### src/rtl/core/mnlc_pkg.sv
// shared types and constants for the midi note light controller
`timescale 1ns / 1ps

package mnlc_pkg;

  localparam int BYTE_W     = 8;
  localparam int CHAN_W     = 4;
  localparam int NOTE_W     = 7;
  localparam int LIGHTS_W   = 6;
  localparam int LIGHT_IDX_W = 3;
  localparam int NUM_LIGHT_REGS = 6;

  localparam int DEFAULT_PACKET_BYTES = 3;
  localparam int DEFAULT_LIGHT_COUNT  = 6;

  localparam int QUEUE_DEPTH = 2;

  localparam int CFG_IDX_W  = 3;
  localparam int CFG_DATA_W = 7;

  // register indexes on the config port
  localparam logic [CFG_IDX_W-1:0] CFG_LISTEN_CHANNEL = 3'd0;
  localparam logic [CFG_IDX_W-1:0] CFG_LIGHT_NOTE_0   = 3'd1;
  localparam logic [CFG_IDX_W-1:0] CFG_LIGHT_NOTE_5   = 3'd6;

  localparam logic [3:0] STATUS_NOTE_ON  = 4'h9;
  localparam logic [3:0] STATUS_NOTE_OFF = 4'h8;

  typedef enum logic [1:0] {
    KIND_NOTE_ON  = 2'd0,
    KIND_NOTE_OFF = 2'd1,
    KIND_OTHER    = 2'd2
  } kind_e;

  // one framed packet handed from the framer to the light logic
  typedef struct packed {
    kind_e             kind;
    logic [BYTE_W-1:0] note;
  } packet_t;

  typedef logic [NUM_LIGHT_REGS-1:0][NOTE_W-1:0] light_notes_t;

  // reset notes run 12, 13, ... upward
  function automatic logic [NOTE_W-1:0] light_note_reset(input int idx);
    return NOTE_W'(12 + idx);
  endfunction

endpackage

### src/rtl/core/mnlc_framer.sv
// front end: frames received bytes into packets and classifies the status
`timescale 1ns / 1ps

module mnlc_framer #(
  parameter int PACKET_BYTES = mnlc_pkg::DEFAULT_PACKET_BYTES
) (
  input  logic                          clk_i,
  input  logic                          rst_ni,
  input  logic [mnlc_pkg::CHAN_W-1:0]   listen_channel_i,
  input  logic                          in_valid_i,
  output logic                          in_ready_o,
  input  logic [mnlc_pkg::BYTE_W-1:0]   in_byte_i,
  output logic                          push_o,
  output mnlc_pkg::packet_t             push_data_o,
  input  logic                          queue_full_i
);

  localparam int PosW = $clog2(PACKET_BYTES + 2);
  localparam logic [PosW-1:0] PosFull = PosW'(PACKET_BYTES);
  localparam logic [PosW-1:0] PosSat  = PosW'(PACKET_BYTES + 1);
  localparam logic [3:0] STATUS_NOTE_ON_CODE  = mnlc_pkg::STATUS_NOTE_ON;
  localparam logic [3:0] STATUS_NOTE_OFF_CODE = mnlc_pkg::STATUS_NOTE_OFF;

  logic                        valid_q, valid_d;
  logic [PosW-1:0]             pos_q, pos_d;
  logic [mnlc_pkg::BYTE_W-1:0] status_q, status_d;
  logic [mnlc_pkg::BYTE_W-1:0] note_q, note_d;
  logic [PosW-1:0]             pos_mid;
  logic                        start;
  logic                        accept;
  logic                        emit;

  assign in_ready_o = !queue_full_i;
  assign accept     = in_valid_i && in_ready_o;
  assign start      = in_byte_i[7] && (in_byte_i[3:0] == listen_channel_i);

  always_comb begin
    valid_d = valid_q;
    pos_mid = pos_q;
    if (valid_q) begin
      if (start) begin
        // start byte anywhere but right after a complete packet breaks framing
        if (pos_q != PosFull) begin
          valid_d = 1'b0;
        end else begin
          pos_mid = '0;
        end
      end
    end else if (start) begin
      pos_mid = '0;
      valid_d = 1'b1;
    end

    status_d = (pos_mid == PosW'(0)) ? in_byte_i : status_q;
    note_d   = (pos_mid == PosW'(1)) ? in_byte_i : note_q;
    pos_d    = (pos_mid < PosSat) ? pos_mid + PosW'(1) : pos_mid;
    emit     = valid_d && (pos_d == PosFull);
  end

  always_comb begin
    push_data_o.note = note_d;
    case (status_d[7:4])
      STATUS_NOTE_ON_CODE:  push_data_o.kind = mnlc_pkg::KIND_NOTE_ON;
      STATUS_NOTE_OFF_CODE: push_data_o.kind = mnlc_pkg::KIND_NOTE_OFF;
      default:              push_data_o.kind = mnlc_pkg::KIND_OTHER;
    endcase
  end

  assign push_o = accept && emit;

  always_ff @(posedge clk_i or negedge rst_ni) begin
    if (!rst_ni) begin
      valid_q  <= 1'b0;
      pos_q    <= '0;
      status_q <= '0;
      note_q   <= '0;
    end else if (accept) begin
      valid_q  <= valid_d;
      pos_q    <= pos_d;
      status_q <= status_d;
      note_q   <= note_d;
    end
  end

  // the position never runs past its saturation value
  assert property (@(posedge clk_i) disable iff (!rst_ni) pos_q <= PosSat)
    else $error("framer position overran");

endmodule

### src/rtl/core/mnlc_queue.sv
// short packet queue between the framer and the light logic
`timescale 1ns / 1ps

module mnlc_queue (
  input  logic              clk_i,
  input  logic              rst_ni,
  input  logic              push_i,
  input  mnlc_pkg::packet_t push_data_i,
  output logic              full_o,
  input  logic              pop_i,
  output logic              head_valid_o,
  output mnlc_pkg::packet_t head_o
);

  localparam int Depth = mnlc_pkg::QUEUE_DEPTH;
  localparam int PtrW  = (Depth > 1) ? $clog2(Depth) : 1;
  localparam int CntW  = $clog2(Depth + 1);
  localparam logic [PtrW-1:0] PtrLast = PtrW'(Depth - 1);

  mnlc_pkg::packet_t mem_q [Depth];
  logic [PtrW-1:0]   wr_ptr_q, wr_ptr_d;
  logic [PtrW-1:0]   rd_ptr_q, rd_ptr_d;
  logic [CntW-1:0]   count_q, count_d;

  assign full_o       = (count_q == CntW'(Depth));
  assign head_valid_o = (count_q != '0);
  assign head_o       = mem_q[rd_ptr_q];

  always_comb begin
    wr_ptr_d = wr_ptr_q;
    rd_ptr_d = rd_ptr_q;
    count_d  = count_q;
    if (push_i) begin
      wr_ptr_d = (wr_ptr_q == PtrLast) ? '0 : wr_ptr_q + PtrW'(1);
    end
    if (pop_i) begin
      rd_ptr_d = (rd_ptr_q == PtrLast) ? '0 : rd_ptr_q + PtrW'(1);
    end
    case ({push_i, pop_i})
      2'b10:   count_d = count_q + CntW'(1);
      2'b01:   count_d = count_q - CntW'(1);
      default: count_d = count_q;
    endcase
  end

  always_ff @(posedge clk_i) begin
    if (push_i) begin
      mem_q[wr_ptr_q] <= push_data_i;
    end
  end

  always_ff @(posedge clk_i or negedge rst_ni) begin
    if (!rst_ni) begin
      wr_ptr_q <= '0;
      rd_ptr_q <= '0;
      count_q  <= '0;
    end else begin
      wr_ptr_q <= wr_ptr_d;
      rd_ptr_q <= rd_ptr_d;
      count_q  <= count_d;
    end
  end

  assert property (@(posedge clk_i) disable iff (!rst_ni) push_i |-> !full_o)
    else $error("push into full queue");
  assert property (@(posedge clk_i) disable iff (!rst_ni) pop_i |-> head_valid_o)
    else $error("pop from empty queue");

endmodule

### src/rtl/core/mnlc_lights.sv
// back end: note lookup, light state update and output register
`timescale 1ns / 1ps

module mnlc_lights #(
  parameter int LIGHT_COUNT = mnlc_pkg::DEFAULT_LIGHT_COUNT
) (
  input  logic                            clk_i,
  input  logic                            rst_ni,
  input  mnlc_pkg::light_notes_t          light_notes_i,
  input  logic                            head_valid_i,
  input  mnlc_pkg::packet_t               head_i,
  output logic                            pop_o,
  output logic                            out_valid_o,
  input  logic                            out_ready_i,
  output logic [mnlc_pkg::LIGHTS_W-1:0]   light_mask_o,
  output mnlc_pkg::kind_e                 kind_o,
  output logic                            found_o
);

  logic [mnlc_pkg::LIGHTS_W-1:0]    lights_q, lights_d;
  logic                             out_valid_q;
  logic [mnlc_pkg::LIGHTS_W-1:0]    mask_q;
  mnlc_pkg::kind_e                  kind_q;
  logic                             found_q;
  logic                             hit;
  logic [mnlc_pkg::LIGHT_IDX_W-1:0] hit_idx;
  logic [mnlc_pkg::LIGHTS_W-1:0]    hit_bit;
  logic                             found_d;

  assign pop_o = head_valid_i && (!out_valid_q || out_ready_i);

  // scan from the top so the lowest matching light wins
  always_comb begin
    hit     = 1'b0;
    hit_idx = '0;
    for (int i = LIGHT_COUNT - 1; i >= 0; i--) begin
      if (head_i.note == {1'b0, light_notes_i[i]}) begin
        hit     = 1'b1;
        hit_idx = mnlc_pkg::LIGHT_IDX_W'(i);
      end
    end
    hit_bit = mnlc_pkg::LIGHTS_W'(1) << hit_idx;
  end

  always_comb begin
    lights_d = lights_q;
    found_d  = 1'b0;
    case (head_i.kind)
      mnlc_pkg::KIND_NOTE_ON: begin
        lights_d = lights_q | hit_bit;
        found_d  = hit;
      end
      mnlc_pkg::KIND_NOTE_OFF: begin
        lights_d = lights_q & ~hit_bit;
        found_d  = hit;
      end
      default: begin
        lights_d = lights_q;
        found_d  = 1'b0;
      end
    endcase
  end

  always_ff @(posedge clk_i or negedge rst_ni) begin
    if (!rst_ni) begin
      lights_q    <= '0;
      out_valid_q <= 1'b0;
    end else begin
      if (pop_o) begin
        lights_q    <= lights_d;
        out_valid_q <= 1'b1;
      end else if (out_ready_i) begin
        out_valid_q <= 1'b0;
      end
    end
  end

  always_ff @(posedge clk_i) begin
    if (pop_o) begin
      mask_q  <= lights_d;
      kind_q  <= head_i.kind;
      found_q <= found_d;
    end
  end

  assign out_valid_o  = out_valid_q;
  assign light_mask_o = mask_q;
  assign kind_o       = kind_q;
  assign found_o      = found_q;

  // a beat on the output always reflects the current light state
  assert property (@(posedge clk_i) disable iff (!rst_ni)
    out_valid_q && !pop_o |-> mask_q == lights_q)
    else $error("output mask out of step with light state");
  assert property (@(posedge clk_i) disable iff (!rst_ni)
    out_valid_q && kind_q == mnlc_pkg::KIND_OTHER |-> !found_q)
    else $error("found flag set on ignored message");

endmodule

### src/rtl/core/midi_note_light_controller.sv
// top level of the midi note light controller
//
//  port group      dir  beat contents
//  s_axis_*        in   one received midi byte
//  m_axis_*        out  light mask, message kind, note found
//  cfg_*           in   register write: listen channel, light notes 0..5
//
// one byte per cycle sustained while the queue has room; a completed packet
// is registered in the queue, then in the output reg on its way to m_axis.
// reset clears framing, light state and queue; notes return to 12..17.
// s_axis stalls whenever the two-entry packet queue is full, which happens
// only while m_axis is held off; every byte waits until an entry frees up.
`timescale 1ns / 1ps

module midi_note_light_controller #(
  parameter int PACKET_BYTES = mnlc_pkg::DEFAULT_PACKET_BYTES,
  parameter int LIGHT_COUNT  = mnlc_pkg::DEFAULT_LIGHT_COUNT
) (
  input  logic                              clk_i,
  input  logic                              rst_ni,
  input  logic                              s_axis_tvalid,
  output logic                              s_axis_tready,
  input  logic [7:0]                        s_axis_tdata,   // [7:0] rx_byte
  output logic                              m_axis_tvalid,
  input  logic                              m_axis_tready,
  output logic [7:0]                        m_axis_tdata,   // [5:0] light_mask, [7:6] zero
  output logic [2:0]                        m_axis_tuser,   // [1:0] message_kind, [2] note_found
  input  logic                              cfg_we_i,
  input  logic [mnlc_pkg::CFG_IDX_W-1:0]    cfg_index_i,
  input  logic [mnlc_pkg::CFG_DATA_W-1:0]   cfg_data_i
);

  logic [mnlc_pkg::CHAN_W-1:0]      listen_channel_q;
  mnlc_pkg::light_notes_t           light_notes_q;
  logic [mnlc_pkg::LIGHT_IDX_W-1:0] note_sel;

  logic                             push;
  mnlc_pkg::packet_t                push_data;
  logic                             queue_full;
  logic                             pop;
  logic                             head_valid;
  mnlc_pkg::packet_t                head;
  logic [mnlc_pkg::LIGHTS_W-1:0]    light_mask;
  mnlc_pkg::kind_e                  kind;
  logic                             found;

  assign note_sel = cfg_index_i - mnlc_pkg::CFG_LIGHT_NOTE_0;

  always_ff @(posedge clk_i or negedge rst_ni) begin
    if (!rst_ni) begin
      listen_channel_q <= '0;
      for (int i = 0; i < mnlc_pkg::NUM_LIGHT_REGS; i++) begin
        light_notes_q[i] <= mnlc_pkg::light_note_reset(i);
      end
    end else if (cfg_we_i) begin
      if (cfg_index_i == mnlc_pkg::CFG_LISTEN_CHANNEL) begin
        listen_channel_q <= cfg_data_i[mnlc_pkg::CHAN_W-1:0];
      end else if (cfg_index_i inside
                   {[mnlc_pkg::CFG_LIGHT_NOTE_0:mnlc_pkg::CFG_LIGHT_NOTE_5]}) begin
        light_notes_q[note_sel] <= cfg_data_i[mnlc_pkg::NOTE_W-1:0];
      end
    end
  end

  mnlc_framer #(
    .PACKET_BYTES (PACKET_BYTES)
  ) u_framer (
    .clk_i            (clk_i),
    .rst_ni           (rst_ni),
    .listen_channel_i (listen_channel_q),
    .in_valid_i       (s_axis_tvalid),
    .in_ready_o       (s_axis_tready),
    .in_byte_i        (s_axis_tdata),
    .push_o           (push),
    .push_data_o      (push_data),
    .queue_full_i     (queue_full)
  );

  mnlc_queue u_queue (
    .clk_i        (clk_i),
    .rst_ni       (rst_ni),
    .push_i       (push),
    .push_data_i  (push_data),
    .full_o       (queue_full),
    .pop_i        (pop),
    .head_valid_o (head_valid),
    .head_o       (head)
  );

  mnlc_lights #(
    .LIGHT_COUNT (LIGHT_COUNT)
  ) u_lights (
    .clk_i         (clk_i),
    .rst_ni        (rst_ni),
    .light_notes_i (light_notes_q),
    .head_valid_i  (head_valid),
    .head_i        (head),
    .pop_o         (pop),
    .out_valid_o   (m_axis_tvalid),
    .out_ready_i   (m_axis_tready),
    .light_mask_o  (light_mask),
    .kind_o        (kind),
    .found_o       (found)
  );

  assign m_axis_tdata = {2'b00, light_mask};
  assign m_axis_tuser = {found, kind};

endmodule

### config.mk
export PLATFORM = sky130hd
export DESIGN_NAME = midi_note_light_controller
export DESIGN_NICKNAME = d
export VERILOG_FILES = /design/src/rtl/core/mnlc_pkg.sv /design/src/rtl/core/mnlc_framer.sv /design/src/rtl/core/mnlc_queue.sv /design/src/rtl/core/mnlc_lights.sv /design/src/rtl/core/midi_note_light_controller.sv
export SDC_FILE = /design/constraint.sdc
export NUM_CORES = 1
export LEC_CHECK = 0
export BUFFER_PORTS_ARGS = -buffer_cell sky130_fd_sc_hd__buf_2
export CORE_UTILIZATION = 58
export DETAILED_ROUTE_END_ITERATION = 10
export PLACE_DENSITY = 0.77
export SLEW_MARGIN = 20
export SYNTH_ARGS = -nofsm -noshare
export SYNTH_HDL_FRONTEND = slang
export SYNTH_SLANG_ARGS = --single-unit
### constraint.sdc
create_clock -name clk_i -period 7.2 [get_ports clk_i]
set_clock_uncertainty 0.1 [all_clocks]
set_input_delay 2.16 -clock clk_i [delete_from_list [all_inputs] [get_ports clk_i]]
set_output_delay 2.16 -clock clk_i [all_outputs]
set_load 0.01 [all_outputs]
After elaboration in Yosys (flattened, before gate mapping):

Memory sizes are Yosys's and may differ from the RTL's.
Index checks and enable logic that the tools add are counted.

* memories: 1
* register bits: 86
* memory bits (writable): 20
* memory bits (read-only): 0
* bits of input ports: 23
* word-level logic and storage cells: 108
* latch bits: 0
* output and inout port bits: 13

* div/mod/pow operators: 0
* add/subtract/negate cells: 6
* shift-type cells: 1
* order comparisons: 5
* multiplexer cells: 35
* reduce and logical (&&, ||, !) cells: 20
* $mul: 0
* equal/unequal tests: 16
* bitwise operators: 4

Memories
* u_queue.mem_q: depth 2, width 10, rd ports 1, clocked after memory_dff 0, write ports 1, line mnlc_queue.sv:20 `mnlc_pkg::packet_t mem_q [Depth];`

Operators by type and width (count)
* $eq 8x7->1: 6
* $bwmux 42: 1
* $mux 3: 11
* $demux 7 s3: 1
* $mux 1: 16
* $mux 8: 2
* $pmux 6 s2: 1
* $eq 4x4->1 const B: 2
* $pmux 2 s2: 2
* $logic_and 1x1->1: 7
* $mux 7: 1
* $and 6x6->6: 1
* $ge 3x1->1 const B: 2
* $logic_not 3->1: 2
* $not 6->6: 1
* $or 6x6->6: 1
* $reduce_bool 2->1: 3
* $shl 1x3->6 const A: 1
* $eq 2x1->1 const B: 2
* $eq 2x2->1 const B: 2
* $eq 4x4->1: 1
* $lt 3x4->1 const B: 1
* $reduce_and 2->1: 2
* $add 3x1->3 const B: 1
* 15 further kinds: 17

Logic depth before layout (Yosys ltp):

Gate-level depths: netlist of the first run.
An unclocked memory read counts as a cell.

* word-level depth: 12
* depth in mapped cells: 12
* mapped depth without buffers: 12

Hierarchy:

From an unflattened synthesis of the first run, not the netlist that was laid out.

* cell total of the unflattened synthesis: 388
* area, all modules: 5119.9 µm²

Modules (own cells, without submodules)
* midi_note_light_controller: instances 1, area an instance 1919.3 µm², sequential area each 1169.9 µm², cells each 123
* mnlc_lights: instances 1, area an instance 1335.0 µm², sequential area each 445.4 µm², cells each 130
* mnlc_framer: instances 1, area an instance 955.9 µm², sequential area each 400.4 µm², cells each 88
* mnlc_queue: instances 1, area an instance 909.6 µm², sequential area each 700.7 µm², cells each 47

Worst setup path before layout of the first run:

No wires, ideal clock.

* path kind: input-to-reg
* from: input port s_axis_tdata[3]
* to: memory u_queue.mem_q[1][0] in the netlist's numbering, enable pin
* library setup time: 0.376 ns
* required time: 6.724 ns
* slack: 2.553 ns
* buffers on the path: 0
* cell stages on the path: 9
* data arrival time: 4.170 ns
* cell sequence: xor2_1 nor3_1 nand3_1 o21ai_0 inv_1 ha_1 a21oi_1 nand4b_1 nor2_1

* word-level cells in the longest chain between the ends: 11
* elaborated cells between the ends (all ways): 16
* those cells by class: add/sub (1); order compare (1); eq/ne (2); mux (9); reduce/logical (3)

RTL lines
* start, declared: line midi_note_light_controller.sv:23 `input logic [7:0] s_axis_tdata,`
* $eq 4x4->1 (*): line mnlc_framer.sv:35 `assign start = in_byte_i[7] && (in_byte_i[3:0] == listen_channel_i);`
* $logic_and 1x1->1 (*): line mnlc_framer.sv:35
* $mux 3, on equally long branches: line mnlc_framer.sv:49, mnlc_framer.sv:41
* $mux 3: line mnlc_framer.sv:40 `if (valid_q) begin`
* $add 3x1->3 / $lt 3x3->1 (equally long branches): line mnlc_framer.sv:56 `pos_d = (pos_mid < PosSat) ? pos_mid + PosW'(1) : pos_mid;`
* $mux 3: line mnlc_framer.sv:56
* $eq 3x2->1: line mnlc_framer.sv:57 `emit = valid_d && (pos_d == PosFull);`
* $logic_and 1x1->1 (*): line mnlc_framer.sv:57
* $logic_and 1x1->1 (*): line mnlc_framer.sv:69 `assign push_o = accept && emit;`
* $mux 1 (*): line mnlc_queue.sv:47 `if (push_i) begin`
* $mux 1 (implied by the code) (*): line mnlc_queue.sv:48 `mem_q[wr_ptr_q] <= push_data_i;`
* end, declared: line mnlc_queue.sv:20

Mark *: on every way between the ends. The rest lies on a longest branch, timed or not.

Worst setup path after layout of the first run:

* from: input port s_axis_tdata[3]
* to: memory u_queue.mem_q[0][5] in the netlist's numbering, enable pin

The elaborated chain is that of the path after synthesis.

==> flow_summary_export.csv, run 1 <==
group,metric,value,unit
outcome,outcome,"completed",
critical_path,setup.worst_path.start_class,"primary input",
timing,fin_crit,4.82,ns
timing,tightestPinTransition,0.926,ns
floorplan,dieArea,0.00903,mm2
pwr,p_leak,2.29,nW
critical_path,worstPathRequired,7.09,ns
layout,drive_gt1_share,32.3,%
place,dpl_cell_area,0.00526,mm2
grt,busiest_layer,"met2",
clocking,cts_hold_buf,0,
timing,setup_viol,0,
clocking,cts_resized,0,
logic_synthesis,synth.distinct_cells,47,
layout,fin_area,0.00544,mm2
drt,vias_per_cell,5.61,
clocking,path_clk_slew,0.10,ns
pwr,internal_power,1.30,mW
logic_synthesis,avgSynthCellArea,12.6,um2
clocking,clock_latency,0.36,ns
logic_synthesis,synth_cells,400,
drt,drc,0,
pwr,p_comb_share,34.8,%
clocking,cts.sink_count,102,
clocking,cts_tree,"done",
timing,hold_viol,0,
layout,diodes,0,
critical_path,arrival,4.71,ns
floorplan,die_h,95.0,um
logic_synthesis,synthFlopType,"dfrtp_1",
drt,via_count,3056,
clocking,cts_buffer_depth,2,
layout,finalNetCount,466,
floorplan,start_util,60.5,%
grt,grt_use_met2,39.0,%
pwr,p_sw_share,35.2,%
pwr,clkPwrFrac,16.7,%
pwr,ir_drop,0.165,mV
logic_synthesis,synth.ff_latch_count,102,
logic_synthesis,yosysSeqAreaShare,54.1,%
floorplan,num_rows,33,
layout,fillCellCount,627,
grt,grt_max_degree,74,
grt,overflow,0,
run,maxCapViolations,0,
logic_synthesis,yosys.area.top_type_share,28.9,%
timing,rsz0062_at_grt,"false",
logic_synthesis,synth_area_leader_cell,"dfrtp_1",
timing,post-route-period-util,66.9,%
drt,first_iter_violations,121,
floorplan,chipWidth,95.0,um
grt,grt_pass1_wl,15500,um
grt,grt_antenna_before_repair,0,
layout,synthToLayoutAreaGrowth,8.27,%
floorplan,ios,36,
grt,first_global_vias,3131,
grt,met1_usage,31.6,%
logic_synthesis,syn_area,0.00502,mm2
drt,ant_nets,0,
pwr,seq_power_share,48.5,%
timing,relSlewSlack,38.3,%
drt,wl,9580,um
timing,final.setup.tns,0,ns
place,portBuffers,33,
clocking,post_cts_buffers,0,
critical_path,end_kind,"flip-flop",
place,hpwl,7000,um
grt,track_usage,23.4,%
pwr,power.switching,706,uW
critical_path,worst-path-max-fanout,10,
place,routabilityCongestion,0.861,
timing,finalMaxSlewViolations,0,
timing,fmax,208,MHz
logic_synthesis,ys_async_sr_fraction,71.6,%
logic_synthesis,synth_area_leaders,"dfrtp_1 29%, edfxtp_1 17%, mux2_2 15%, dfstp_2 7.8%, xnor2_1 5.2%",
drt,firstDrtPassIters,4,
logic_synthesis,synth_edf_count,29,
critical_path,crit_type,"primary input to flip-flop",
grt,grt_use_met3,3.35,%
pwr,p_per_area,369,mW/mm2
drt,wl_per_cell,17.6,um
clocking,cts_root_buf,"clkbuf_8",
min_path,hp-class,"flip-flop to flip-flop",
floorplan,coreArea,0.00830,mm2
clocking,cts_buffers,9,
logic_synthesis,yosys_warnings,0,
clocking,h-tree-depth,3,
## per-layer routing
layer  vias to the layer above  part of all wire, %
met1                      1518                   46
met2                        51                   50
met4                         0                  1.1
met5                         -                    0
li1                       1477                    -
met3                        10                  2.9
## synthesized netlist by cell type, types with 2 or more instances
cell / number
mux2_2: 68
dfrtp_1: 58
nand2_1: 41
xnor2_1: 30
edfxtp_1: 29
xor2_1: 26
nor2_1: 16
dfstp_2: 15
inv_1: 12
ha_1: 8
o21ai_0: 8
a21oi_1: 7
nand4_1: 7
mux2i_2: 6
clkbuf_1: 5
nand2b_1: 5
nand3_1: 5
nor4_1: 5
o22ai_1: 5
nor3_1: 4
buf_4: 3
nand3b_1: 3
o31ai_1: 3
a211oi_1: 2
a31oi_1: 2
and2_1: 2
mux2_1: 2
nor2b_1: 2
o2111ai_1: 2
o21ai_1: 2
## sequential cells by signal, summed over array words and instances, names as in the netlist
register	count
u_queue.wr_ptr_q	1
listen_channel_q	4
u_queue.count_q	2
light_notes_q	42
u_queue.rd_ptr_q	1
u_lights.kind_o	2
u_lights.light_mask_o	6
u_queue.mem_q	20
u_lights.out_valid_o	1
u_lights.found_o	1
u_framer.note_q	8
u_framer.status_q	4
u_lights.lights_q	6
u_framer.valid_q	1
u_framer.pos_q	3
## metrics by stage
stage,util (%),setup WS [ns],instances,hold WS (ns),power [mW]
after floorplan,-,2.55,401,0.340,1.50
after global placement,63.3,2.12,529,0.352,1.64
after detailed placement,63.3,2.00,529,0.360,1.68
after CTS,65.5,2.38,545,0.383,2.02
after global routing,65.5,2.13,545,0.406,2.13
final,65.5,2.38,545,0.385,2.01
## path summary, 6_finish.rpt
path	to	slack, ns	startpoint	cells past startpoint
worst max-delay path	u_queue.mem_q[0][5]	2.38	s_axis_tdata[3]	10
worst min-delay path	u_framer.note_q[1]	0.39	u_framer.note_q[1]	2
worst max register to register	u_lights.lights_q[5]	3.57	u_queue.rd_ptr_q	8
worst min register to register	u_framer.note_q[1]	0.39	u_framer.note_q[1]	2
max in group asynchronous	u_framer.note_q[2]	4.49	rst_ni	2
min in group asynchronous	light_notes_q[31]	1.91	rst_ni	2
## cells by family (layout without fill, tap and decap cells)
| family | after synthesis | count (layout) | share of synthesized area (%) |
|---|---|---|---|
| DFF | 102 | 102 | 54.1 |
| and+or+nand+nor | 97 | 97 | 9.32 |
| muxes | 78 | 78 | 18.0 |
| other | 1 | 2 | 0.0747 |
| AOI/OAI and AO/OA | 35 | 35 | 4.41 |
| xor gates and xnor gates | 56 | 56 | 9.77 |
| buffers and inverters | 23 | 62 | 2.34 |
| adders and majority gates | 8 | 8 | 1.99 |
## cells in the final DEF (no fill, tap or decap), drive strengths merged, types with 9 or more instances in the layout
cell type	n
nand2	41
o21ai	10
clkbuf	9
xor2	26
xnor2	30
edfxtp	29
dfrtp	58
mux2	70
inv	15
buf	34
nor2	16
dfstp	15
## power by group through the flow
stage	sequential [mW]	combinational (mW)	clock [mW]
after floorplan	0.943	0.560	0
after global routing	0.997	0.770	0.361
after global placement	0.972	0.665	0
after CTS	0.973	0.702	0.341
after detailed placement	0.983	0.699	0
final	0.973	0.698	0.336
## critical path: stages
cell and delay (ns):
buf_2 0.11, xor2_1 0.13, nor3_1 0.20, nand3_1 0.22, o21ai_0 0.43, inv_1 0.14, ha_1 0.32, a21oi_1 0.04
nand4b_1 0.27, nor2_1 0.70
## area by class of cell
type	instances	area [um2]	area share (%)
flip-flops and latches	102	2720	50.0
multi-input cells	276	2190	40.3
repair buffers	34	173	3.18
well taps	105	131	2.42
clock buffers	9	124	2.28
clock inverters	7	56.3	1.04
inverters	12	45.0	0.829
Power figures use the tool's default switching activity.
==> inputs of run 2 (changes only) <==
clock period = 4.56 ns   (was 7.2 ns; I/O delays follow)
==> run 2 against run 1 <==
Setup slack lost 1.6 ns. Clock-buffer cell count stayed put. Sequential power up 57%. First-iteration DRC count up 20%.
==> flow_summary_export.csv, run 2 (synthesis results as in run 1) <==
group,metric,value,unit
outcome,outcome,"completed",
floorplan,die_h,95.0,um
layout,fin_area,0.00548,mm2
grt,grt_max_degree,74,
floorplan,start_util,60.5,%
layout,multi_input_area,0.00219,mm2
drt,first_iter_violations,145,
clocking,path_clk_slew,0.10,ns
grt,grt_pass1_wl,15200,um
drt,via_count,3081,
layout,drive_gt1_share,32.6,%
critical_path,crit_path_max_incr_delay,0.43,ns
layout,diodes,0,
min_path,hold_path_depth,2,
critical_path,setup.worst_path.start_class,"primary input",
pwr,p_per_area,585,mW/mm2
timing,rsz0062_at_grt,"false",
timing,post-route-period-util,82.1,%
clocking,cts_buffer_depth,2,
critical_path,reg2reg_depth,8,
critical_path,r2r-start,"u_queue.rd_ptr_q",
layout,regArea,0.00272,mm2
floorplan,ios,36,
critical_path,crit_type,"primary input to flip-flop",
grt,overflow,0,
drt,wl,9200,um
critical_path,regToRegSetupSlack,0.92,ns
critical_path,cp_top_family,"simple AND/OR/NAND/NOR gates",
min_path,hp-start,"u_framer.note_q[1]",
floorplan,num_rows,33,
timing,fin_crit,3.74,ns
grt,first_global_vias,2953,
drt,ant_nets,0,
clocking,cts_resized,0,
timing,setup_viol,0,
min_path,hp-class,"flip-flop to flip-flop",
clocking,cts_hold_buf,0,
critical_path,worst-path-max-fanout,7,
place,pre_cts_ws,0.479,ns
clocking,clock_latency,0.36,ns
drt,drc,0,
floorplan,dieArea,0.00903,mm2
layout,final_common_cell,"mux2_2",
critical_path,rr_endpoint,"u_lights.lights_q[5]",
layout,final_cell_mix,"68 x mux2_2, 58 x dfrtp_1, 41 x nand2_1",
pwr,total_power,3.21,mW
timing,setup_ws,0.817,ns
layout,top_register,"light_notes_q",
clocking,cts.sink_count,102,
place,portBuffers,33,
run,maxCapViolations,0,
place,dpl_cell_area,0.00527,mm2
pwr,p_leak,2.30,nW
clocking,post_cts_buffers,0,
layout,finalNetCount,468,
min_path,holdPathEnd,"u_framer.note_q[1]",
clocking,h-tree-depth,3,
critical_path,end_kind,"flip-flop",
drt,firstDrtPassIters,6,
critical_path,cp_slowest_cell,"o21ai_0",
timing,final.setup.tns,0,ns
grt,grt_antenna_before_repair,0,
layout,utilization,66.0,%
clocking,cts_root_buf,"clkbuf_8",
critical_path,crit_buf_inv,2,
floorplan,chipWidth,95.0,um
drt,vias_per_cell,5.63,
timing,relSlewSlack,38.3,%
pwr,ir_drop,0.325,mV
drt,wl_per_cell,16.8,um
clocking,cts_buffers,9,
timing,tightestPinTransition,0.926,ns
floorplan,coreArea,0.00830,mm2
timing,fmax,267,MHz
timing,hold_viol,0,
critical_path,cp_cell_sequence,"buf_2 > xor2_1 > nor3_1 > nand3_1 > o21ai_0 > inv_1 > ha_1 > a21oi_1 > nand4b_1 > ha_1 > nor2_1 > xor2_1",
grt,track_usage,22.9,%
place,hpwl,6550,um
critical_path,worstPathRequired,4.76,ns
place,routabilityCongestion,0.860,
layout,largest_reg_flops,42,
critical_path,arrival,3.94,ns
layout,fillCellCount,615,
layout,top_regs,"light_notes_q x42, u_queue.mem_q x20, u_framer.note_q x8",
layout,synthToLayoutAreaGrowth,9.10,%
timing,finalMaxSlewViolations,0,
clocking,cts_tree,"done",
[run 2: cell count changes in the layout (fill, tap and decap cells not counted), sizes merged]
| cell | delta |
|---|---|
| clkinvlp | +3 |
| buf | +2 |
| bufinv | +1 |
| clkinv | -3 |
| inv | -1 |
[run 2: routing by layer]
metal  vias up  global-route usage (%)  share of wire [%]
li1       1470                       -                  -
met1      1529                    33.4                 46
met2        75                    35.3                 48
met3         7                    4.39                4.5
met4         0                    6.06               0.99
met5         -                       0                  0
[run 2: tightest hold or removal path: stages, from the launching register on]
cell     delay, ns
dfrtp_1       0.35
nand2_1       0.05
nand2_1       0.05
[run 2: through the flow]
| step | hold WS, ns | std cells |
|---|---|---|
| 3_5_place_dp | 0.361 | 531 |
| 5_1_grt | 0.405 | 547 |
| 6_report | 0.383 | 547 |
| 3_3_place_gp | 0.352 | 531 |
| 2_1_floorplan | 0.340 | 401 |
| 4_1_cts | 0.385 | 547 |
[run 2: how the worst max path moves through the flow]
stage,startpoint,endpoint,depth (start not counted)
after detailed placement,s_axis_tdata[3],u_queue.count_q[1],12
after global routing,s_axis_tdata[3],u_queue.count_q[1],13
after floorplan,s_axis_tdata[3],u_queue.mem_q[1][0],9
after CTS,s_axis_tdata[3],u_queue.count_q[1],13
final,s_axis_tdata[3],u_queue.count_q[1],12
after global placement,s_axis_tdata[3],u_queue.count_q[1],12
[run 2: where the power goes]
part           switching, mW  total (mW)  internal, mW
logic                  0.550        1.09         0.538
registers              0.221        1.53          1.31
clock network          0.324       0.585         0.261
[run 2: layout make-up]
| type | count | area share [%] |
|---|---|---|
| clock buffer | 9 | 2.26 |
| multi-input combinational | 276 | 40.0 |
| tap | 105 | 2.40 |
| inverter | 12 | 0.822 |
| timing repair buffer | 36 | 3.43 |
| clock inverter | 7 | 1.51 |
| sequential | 102 | 49.6 |
